### src/rtl/tlsd_pkg.sv
// Shared constants, request codes and control types of the timed LED driver.
package tlsd_pkg;

  // Fixed widths of the pattern, deadline and stream payloads.
  localparam int PATTERN_W     = 8;
  localparam int SLOT_COUNT    = 8;
  localparam int SLOT_IDX_W    = 3;
  localparam int DEADLINE_W    = 32;
  localparam int LED_COUNT_DEF = 8;
  localparam int IN_TDATA_W    = 40;
  localparam int OUT_TDATA_W   = 16;

  localparam logic [DEADLINE_W-1:0] DEADLINE_MAX = 32'hffff_ffff;

  // Request kinds carried on in_tuser.
  localparam logic [1:0] REQ_TICK   = 2'd0;
  localparam logic [1:0] REQ_SET    = 2'd1;
  localparam logic [1:0] REQ_TOGGLE = 2'd2;

  // Number of LEDs that are actually driven.
  function automatic int active_of(input int led_count);
    return (led_count < SLOT_COUNT) ? led_count : SLOT_COUNT;
  endfunction

  // Commands from the controller to the datapath.
  typedef struct packed {
    logic                  do_set;
    logic                  do_toggle;
    logic                  tick_start;
    logic                  scan_en;
    logic [SLOT_IDX_W-1:0] scan_idx;
    logic                  load_status;
    logic                  load_bit;
    logic [SLOT_IDX_W-1:0] bit_sel;
    logic                  bit_last;
    logic                  shown_update;
  } tlsd_cmd_t;

  // Status from the datapath to the controller.
  typedef struct packed {
    logic out_free;
    logic pattern_changed;
  } tlsd_sts_t;

endpackage

### src/rtl/tlsd_datapath.sv
// Datapath of the timed LED driver: patterns, deadlines, clock and output register.
module tlsd_datapath import tlsd_pkg::*; #(
  parameter int LED_COUNT = LED_COUNT_DEF
) (
  input  logic                   clk,
  input  logic                   rst_n,
  input  tlsd_cmd_t              cmd,
  input  logic [2:0]             led_index,
  input  logic                   led_on,
  input  logic                   permanent,
  input  logic [DEADLINE_W-1:0]  duration_ms,
  output tlsd_sts_t              sts,
  output logic                   out_tvalid,
  input  logic                   out_tready,
  // Fields from bit 0 up: serial_bit, led_pattern[7:0], zero fill.
  output logic [OUT_TDATA_W-1:0] out_tdata,
  // Fields from bit 0 up: bit_valid.
  output logic                   out_tuser,
  output logic                   out_tlast
);

  localparam int ACTIVE = active_of(LED_COUNT);
  localparam int IDX_W  = (ACTIVE > 1) ? $clog2(ACTIVE) : 1;

  logic [PATTERN_W-1:0]  pending_r, pending_nxt;
  logic [PATTERN_W-1:0]  shown_r, shown_nxt;
  logic [PATTERN_W-1:0]  timed_r, timed_nxt;
  logic [DEADLINE_W-1:0] clock_r, clock_nxt;
  logic [DEADLINE_W-1:0] deadline_r [ACTIVE];

  logic                  out_valid_r, out_valid_nxt;
  logic                  serial_r, serial_nxt;
  logic                  bitv_r, bitv_nxt;
  logic                  last_r, last_nxt;
  logic [PATTERN_W-1:0]  pattern_r, pattern_nxt;

  logic [PATTERN_W-1:0]  led_mask;
  logic [PATTERN_W-1:0]  scan_mask;
  logic                  index_ok;
  logic [DEADLINE_W:0]   fin_sum;
  logic [DEADLINE_W-1:0] fin;
  logic                  expire;
  logic                  dl_we;
  logic [DEADLINE_W-1:0] dl_data;

  // Request decode helpers and the saturating deadline sum.
  always_comb begin
    led_mask  = PATTERN_W'(1) << led_index;
    scan_mask = PATTERN_W'(1) << cmd.scan_idx;
    index_ok  = ({1'b0, led_index} < 4'(ACTIVE));
    fin_sum   = {1'b0, clock_r} + {1'b0, duration_ms};
    fin       = fin_sum[DEADLINE_W] ? DEADLINE_MAX : fin_sum[DEADLINE_W-1:0];
    expire    = ((timed_r & scan_mask) != '0) &&
                (deadline_r[cmd.scan_idx[IDX_W-1:0]] < clock_r);
  end

  // Next state of the LED state registers.
  always_comb begin
    pending_nxt = pending_r;
    shown_nxt   = shown_r;
    timed_nxt   = timed_r;
    clock_nxt   = clock_r;
    dl_we       = 1'b0;
    dl_data     = '0;
    if (cmd.do_set && index_ok) begin
      if (led_on) begin
        pending_nxt = pending_r & ~led_mask;
      end else begin
        pending_nxt = pending_r | led_mask;
      end
      dl_we = 1'b1;
      if (permanent) begin
        timed_nxt = timed_r & ~led_mask;
        dl_data   = '0;
      end else begin
        timed_nxt = timed_r | led_mask;
        dl_data   = fin;
      end
    end
    if (cmd.do_toggle && index_ok) begin
      pending_nxt = pending_r ^ led_mask;
      timed_nxt   = timed_r & ~led_mask;
      dl_we       = 1'b1;
      dl_data     = '0;
    end
    if (cmd.tick_start) begin
      clock_nxt = clock_r + DEADLINE_W'(1);
    end
    if (cmd.scan_en && expire) begin
      timed_nxt   = timed_r & ~scan_mask;
      pending_nxt = pending_r | scan_mask;
    end
    if (cmd.shown_update) begin
      shown_nxt = pending_r;
    end
  end

  // Output register: loaded only when free, cleared on a completed transfer.
  always_comb begin
    out_valid_nxt = out_valid_r;
    serial_nxt    = serial_r;
    bitv_nxt      = bitv_r;
    last_nxt      = last_r;
    pattern_nxt   = pattern_r;
    if (out_valid_r && out_tready) begin
      out_valid_nxt = 1'b0;
    end
    if (cmd.load_status) begin
      out_valid_nxt = 1'b1;
      serial_nxt    = 1'b0;
      bitv_nxt      = 1'b0;
      last_nxt      = 1'b0;
      pattern_nxt   = pending_r;
    end
    if (cmd.load_bit) begin
      out_valid_nxt = 1'b1;
      serial_nxt    = pending_r[cmd.bit_sel];
      bitv_nxt      = 1'b1;
      last_nxt      = cmd.bit_last;
      pattern_nxt   = pending_r;
    end
  end

  // Control registers.
  always_ff @(posedge clk) begin
    if (!rst_n) begin
      pending_r   <= '1;
      shown_r     <= '0;
      timed_r     <= '0;
      clock_r     <= '0;
      out_valid_r <= 1'b0;
    end else begin
      pending_r   <= pending_nxt;
      shown_r     <= shown_nxt;
      timed_r     <= timed_nxt;
      clock_r     <= clock_nxt;
      out_valid_r <= out_valid_nxt;
    end
  end

  // Payload registers and deadline slots; a deadline is read only while timed.
  always_ff @(posedge clk) begin
    serial_r  <= serial_nxt;
    bitv_r    <= bitv_nxt;
    last_r    <= last_nxt;
    pattern_r <= pattern_nxt;
    if (dl_we) begin
      deadline_r[led_index[IDX_W-1:0]] <= dl_data;
    end
  end

  assign sts.out_free        = !out_valid_r || out_tready;
  assign sts.pattern_changed = (pending_r != shown_r);

  assign out_tvalid = out_valid_r;
  assign out_tdata  = {{(OUT_TDATA_W - PATTERN_W - 1){1'b0}}, pattern_r, serial_r};
  assign out_tuser  = bitv_r;
  assign out_tlast  = last_r;

endmodule

### src/rtl/tlsd_ctrl.sv
// Controller of the timed LED driver: request decode, expiry scan and shift sequencing.
module tlsd_ctrl import tlsd_pkg::*; #(
  parameter int LED_COUNT = LED_COUNT_DEF
) (
  input  logic       clk,
  input  logic       rst_n,
  input  logic       in_tvalid,
  output logic       in_tready,
  input  logic [1:0] req_type,
  input  tlsd_sts_t  sts,
  output tlsd_cmd_t  cmd
);

  localparam int ACTIVE = active_of(LED_COUNT);
  localparam int IDX_W  = (ACTIVE > 1) ? $clog2(ACTIVE) : 1;
  localparam logic [IDX_W-1:0] CNT_LAST = IDX_W'(ACTIVE - 1);

  typedef enum logic [2:0] {
    ST_IDLE,
    ST_SCAN,
    ST_DECIDE,
    ST_SHIFT,
    ST_STATUS
  } state_t;

  state_t           state_r, state_nxt;
  logic [IDX_W-1:0] cnt_r, cnt_nxt;
  logic             ready_r, ready_nxt;
  logic             accept;
  logic             cnt_at_last;

  assign accept      = in_tvalid && ready_r;
  assign cnt_at_last = (cnt_r == CNT_LAST);

  // Next state and commands.
  always_comb begin
    state_nxt = state_r;
    cnt_nxt   = cnt_r;
    ready_nxt = ready_r;
    cmd       = '0;
    cmd.scan_idx = SLOT_IDX_W'(cnt_r);
    cmd.bit_sel  = SLOT_IDX_W'(7) - SLOT_IDX_W'(cnt_r);
    cmd.bit_last = cnt_at_last;
    case (state_r)
      ST_IDLE: begin
        if (accept) begin
          ready_nxt = 1'b0;
          cnt_nxt   = '0;
          case (req_type)
            REQ_TICK: begin
              cmd.tick_start = 1'b1;
              state_nxt      = ST_SCAN;
            end
            REQ_SET: begin
              cmd.do_set = 1'b1;
              state_nxt  = ST_STATUS;
            end
            REQ_TOGGLE: begin
              cmd.do_toggle = 1'b1;
              state_nxt     = ST_STATUS;
            end
            default: begin
              state_nxt = ST_STATUS;
            end
          endcase
        end
      end
      ST_SCAN: begin
        // One LED deadline is checked per cycle.
        cmd.scan_en = 1'b1;
        if (cnt_at_last) begin
          state_nxt = ST_DECIDE;
        end else begin
          cnt_nxt = cnt_r + IDX_W'(1);
        end
      end
      ST_DECIDE: begin
        cnt_nxt = '0;
        if (sts.pattern_changed) begin
          state_nxt = ST_SHIFT;
        end else begin
          state_nxt = ST_STATUS;
        end
      end
      ST_SHIFT: begin
        // One serial bit per free output slot, MSB first.
        if (sts.out_free) begin
          cmd.load_bit = 1'b1;
          if (cnt_at_last) begin
            cmd.shown_update = 1'b1;
            state_nxt        = ST_IDLE;
            ready_nxt        = 1'b1;
          end else begin
            cnt_nxt = cnt_r + IDX_W'(1);
          end
        end
      end
      ST_STATUS: begin
        if (sts.out_free) begin
          cmd.load_status = 1'b1;
          state_nxt       = ST_IDLE;
          ready_nxt       = 1'b1;
        end
      end
      default: begin
        state_nxt = ST_IDLE;
        ready_nxt = 1'b1;
      end
    endcase
  end

  // State, counter and registered ready.
  always_ff @(posedge clk) begin
    if (!rst_n) begin
      state_r <= ST_IDLE;
      cnt_r   <= '0;
      ready_r <= 1'b1;
    end else begin
      state_r <= state_nxt;
      cnt_r   <= cnt_nxt;
      ready_r <= ready_nxt;
    end
  end

  assign in_tready = ready_r;

endmodule

### src/rtl/timed_led_shift_register_driver.sv
// A set or toggle is taken in ST_IDLE; ST_STATUS then loads its status result into the output register.
// A tick scans one LED deadline per cycle over N = min(LED_COUNT, 8) LEDs, then decides: if the
// pattern changed it offers N serial bits at one per cycle while the output register is free,
// else a status result. The input is not ready again until the request is finished.
// Reset (synchronous, rst_n low): all LEDs off pending, shown pattern zero, no timed LEDs,
// clock zero, output empty, input ready.
module timed_led_shift_register_driver import tlsd_pkg::*; #(
  parameter int LED_COUNT = LED_COUNT_DEF
) (
  input  logic                   clk,
  input  logic                   rst_n,
  input  logic                   in_tvalid,
  output logic                   in_tready,
  // Fields from bit 0 up: led_index[2:0], led_on, permanent, duration_ms[31:0], zero fill.
  input  logic [IN_TDATA_W-1:0]  in_tdata,
  // Fields from bit 0 up: req_type[1:0].
  input  logic [1:0]             in_tuser,
  output logic                   out_tvalid,
  input  logic                   out_tready,
  // Fields from bit 0 up: serial_bit, led_pattern[7:0], zero fill.
  output logic [OUT_TDATA_W-1:0] out_tdata,
  // Fields from bit 0 up: bit_valid.
  output logic                   out_tuser,
  output logic                   out_tlast
);

  tlsd_cmd_t cmd;
  tlsd_sts_t sts;

  tlsd_ctrl #(
    .LED_COUNT (LED_COUNT)
  ) u_ctrl (
    .clk       (clk),
    .rst_n     (rst_n),
    .in_tvalid (in_tvalid),
    .in_tready (in_tready),
    .req_type  (in_tuser),
    .sts       (sts),
    .cmd       (cmd)
  );

  tlsd_datapath #(
    .LED_COUNT (LED_COUNT)
  ) u_datapath (
    .clk         (clk),
    .rst_n       (rst_n),
    .cmd         (cmd),
    .led_index   (in_tdata[2:0]),
    .led_on      (in_tdata[3]),
    .permanent   (in_tdata[4]),
    .duration_ms (in_tdata[36:5]),
    .sts         (sts),
    .out_tvalid  (out_tvalid),
    .out_tready  (out_tready),
    .out_tdata   (out_tdata),
    .out_tuser   (out_tuser),
    .out_tlast   (out_tlast)
  );

endmodule
### config.mk
export PLATFORM = sky130hd
export DESIGN_NAME = timed_led_shift_register_driver
export DESIGN_NICKNAME = d
export VERILOG_FILES = /design/src/rtl/tlsd_pkg.sv /design/src/rtl/tlsd_datapath.sv /design/src/rtl/tlsd_ctrl.sv /design/src/rtl/timed_led_shift_register_driver.sv
export SDC_FILE = /design/constraint.sdc
export NUM_CORES = 1
export LEC_CHECK = 0
export BUFFER_PORTS_ARGS = -buffer_cell sky130_fd_sc_hd__buf_2
export CORE_MARGIN = 2
export CORE_UTILIZATION = 60
export CTS_BUF_LIST = sky130_fd_sc_hd__clkbuf_8
export CTS_CLUSTER_SIZE = 25
export DETAILED_ROUTE_END_ITERATION = 8
export GPL_ROUTABILITY_DRIVEN = 0
export GPL_TIMING_DRIVEN = 0
export PLACE_DENSITY_LB_ADDON = 0.12
export SLEW_MARGIN = 20
export SYNTH_ARGS = -nofsm -noshare
export SYNTH_HDL_FRONTEND = slang
export SYNTH_SLANG_ARGS = --single-unit
### constraint.sdc
create_clock -name clk -period 12.2 [get_ports clk]
set_input_delay 0.61 -clock clk [delete_from_list [all_inputs] [get_ports clk]]
set_output_delay 0.61 -clock clk [all_outputs]
set_load 0.1 [all_outputs]
==> flow_summary_export.csv <==
group,metric,value,unit
clock_network,clk_path_buf_depth,3,
run_status,status,"complete, no violations",
floorplanning,die_h,168,µm
clock_network,clockRootBuffer,"clkbuf_8",
place,dp_slack,6620,ps
power,comb_power_share,0.074,
floorplanning,row_count,60,
global_route,grt_start_max_net_pins,19,
drt,drtIter0Drc,861,
hold_path,hold_class,"in -> reg",
final_layout,final_cell_mix,"edfxtp_1 (266), inv_1 (84), nor2_1 (79)",
clock_network,path_clk_slew,60,ps
synthesis,synthTopCellsByArea,"edfxtp_1 (49%), mux4_2 (9.2%), dfxtp_1 (8.4%)",
drt,wl_per_cell,21.6,µm
floorplanning,ioPinCount,66,
synthesis,synth_cell_types,75,
setup_path,required,12670,ps
drt,antenna_left,0,
setup_path,start_kind,"register",
synthesis,netlist_area,0.0162,mm²
setup_path,crit_arrival,6030,ps
clock_network,htreeDepth,2,
power,ir_drop,0.0000847,V
final_layout,drive_gt1_frac,0.204,
timing,post-route-min-period,5560,ps
timing,maxSlewHeadroom,0.318,
clock_network,cts_resized,0,
clock_network,postCtsSetupRepairBufs,0,
global_route,antenna_found_initial,0,
clock_network,hold_buffers,0,
hold_path,hold_depth,4,
power,intPower,1780,µW
floorplanning,die_area,0.0283,mm²
floorplanning,fp.coreArea,0.0267,mm²
flow_run,maxCapViolCount,0,
power,p_switching,550,µW
drt,drc,0,
synthesis,synth_top_area_frac,0.493,
synthesis,ys_ff_latch,334,
power,power.share.clock,0.392,
clock_network,cts_inserted_buffers,53,
timing,fmax,180,MHz
setup_path,critPathMaxFanout,10,
timing,setup_slack,6640,ps
synthesis,synth_top_area_cell,"edfxtp_1",
timing,fin_crit_sh,0.456,
synthesis,async_flop_share,0,
synthesis,synth_edf_count,266,
timing,hold_violations,0,
final_layout,area_growth,13.0,%
clock_network,cts_tree,"built",
synthesis,synthCells,1205,
synthesis,ys.flop_type,"edfxtp_1",
final_layout,n_antenna_cell,0,
power,power,2330,µW
clock_network,clkSinkCount,334,
power,power.leakage,0.00685,µW
place,post-dp-hpwl,26000,µm
setup_path,ff2ff_setup_slack,6640,ps
timing,slew_viol_final,0,
timing,rsz0062_at_grt,"false",
drt,dr.pass1.iters,7,
synthesis,synth-seq-area-share,0.577,
timing,setup_violations,0,
drt,vias,10400,
hold_path,hold_end,"u_datapath.out_tvalid",
synthesis,synth_area_per_cell,13.4,µm²
timing,fin_worst_skew,20.0,ps
drt,routed_wl,37100,µm
global_route,grt_pass1_wl,58100,µm
global_route,grtUsageTotal,0.270,
final_layout,nets,1450,
final_layout,final_common_cell,"edfxtp_1",
timing,fin_setup_tns,0,ps
global_route,grt_pass1_vias,10400,
floorplanning,die_width,168,µm
setup_path,cp-end-kind,"register",
setup_path,ff2ff_path_depth,14,
synthesis,yosys_warnings,0,
setup_path,crit_type,"reg -> reg",
timing,tightest_slew,1020,ps
power,cellPowerDensity,127,mW/mm²
place,io_buffers,54,
drt,vias_per_cell,6.06,
global_route,gr-total-overflow,0,
power,swShare,0.236,
floorplanning,initial_core_util,0.606,
power,pwr-share-seq,0.534,
clock_network,insertion_delay,580,ps
hold_path,min_from,"out_tready",
layer usage:
layer	wire length (µm)	up-vias	share of wire	track usage
li1	-	4868	-	-
met1	16000	5095	0.43	0.378
met2	17500	373	0.47	0.434
met3	2510	86	0.068	0.0475
met4	1090	0	0.029	0.0885
met5	0	-	0	0
power groups by stage:
stage / logic [µW] / registers [µW] / clock network [µW]
floorplan: 104 / 1280 / 0
CTS: 172 / 1240 / 931
global route: 187 / 1240 / 984
detailed placement: 171 / 1270 / 0
global placement: 161 / 1270 / 0
finish: 172 / 1240 / 912
cell usage after synthesis, types with 8 or more instances:
cell	count
edfxtp_1	266
nor2_1	86
a21oi_1	70
dfxtp_1	68
ha_1	68
mux4_2	66
nand2_1	61
inv_1	58
xnor2_1	50
o21ai_0	46
clkbuf_1	32
a21o_1	31
mux2_2	31
nand3_1	21
nor3_1	20
mux2i_1	18
xor2_1	14
buf_1	13
nand4_1	13
a31oi_1	12
a211oi_1	10
buf_4	9
nor4_1	9
and2_1	8
o22ai_1	8
or3_1	8
how the worst max path moves through the flow:
stage	end	slack (ps)	cells after the start
after detailed placement	register	6620	14
final	register	6640	14
after floorplan	register	7520	6
after CTS	register	6590	14
after global placement	register	5310	7
after global routing	register	6270	14
sequential cells by signal, summed over array words and instances, names as in the netlist, named ones only:
name,flops
u_ctrl.cnt_r,3
u_ctrl.in_tready,1
u_ctrl.state_r,3
u_datapath.clock_r,32
u_datapath.deadline_r,256
u_datapath.out_tlast,1
u_datapath.out_tuser,1
u_datapath.out_tvalid,1
u_datapath.pattern_r,8
u_datapath.serial_r,1
u_datapath.shown_r,8
stage by stage:
step / util / area [µm²] / hold slack [ps] / instances
floorplan: - / 16200 / 406 / 1211
global placement: 0.633 / 16900 / 411 / 1606
detailed placement: 0.646 / 17300 / 415 / 1621
CTS: 0.684 / 18300 / 333 / 1720
global route: 0.685 / 18300 / 373 / 1720
finish: 0.685 / 18300 / 371 / 1720
kinds of logic (layout without fill, tap and decap cells):
family,Yosys count,after routing,share of synthesized area
simple gates,266,266,0.0798
xor+xnor,64,64,0.0346
other cells,1,7,0.000232
flops,334,334,0.577
buf+inv,119,287,0.0318
mux,115,115,0.124
compound gates,237,237,0.0978
fa+ha+maj,69,69,0.0538
worst max-delay path: stages, from the launching register on:
cell and delay (ps):
dfxtp_1 310, clkbuf_1 430, buf_1 810, mux4_2 590
mux2_2 280, ha_1 300, nand4_1 210, nor4_1 830
nand4_1 250, a211o_1 340, nand3_1 130, buf_2 270
mux2i_1 370, o22ai_1 120, a21o_1 180
area by class of cell:
type	instances	area [µm²]
tap	341	427
inverter	58	218
clock buffer	56	771
timing repair buffer	69	572
sequential	334	9350
fill	1963	8430
clock inverter	43	251
buffer	61	302
multi-input combinational	758	6410
No activity file was read; power rests on OpenSTA's default activity.
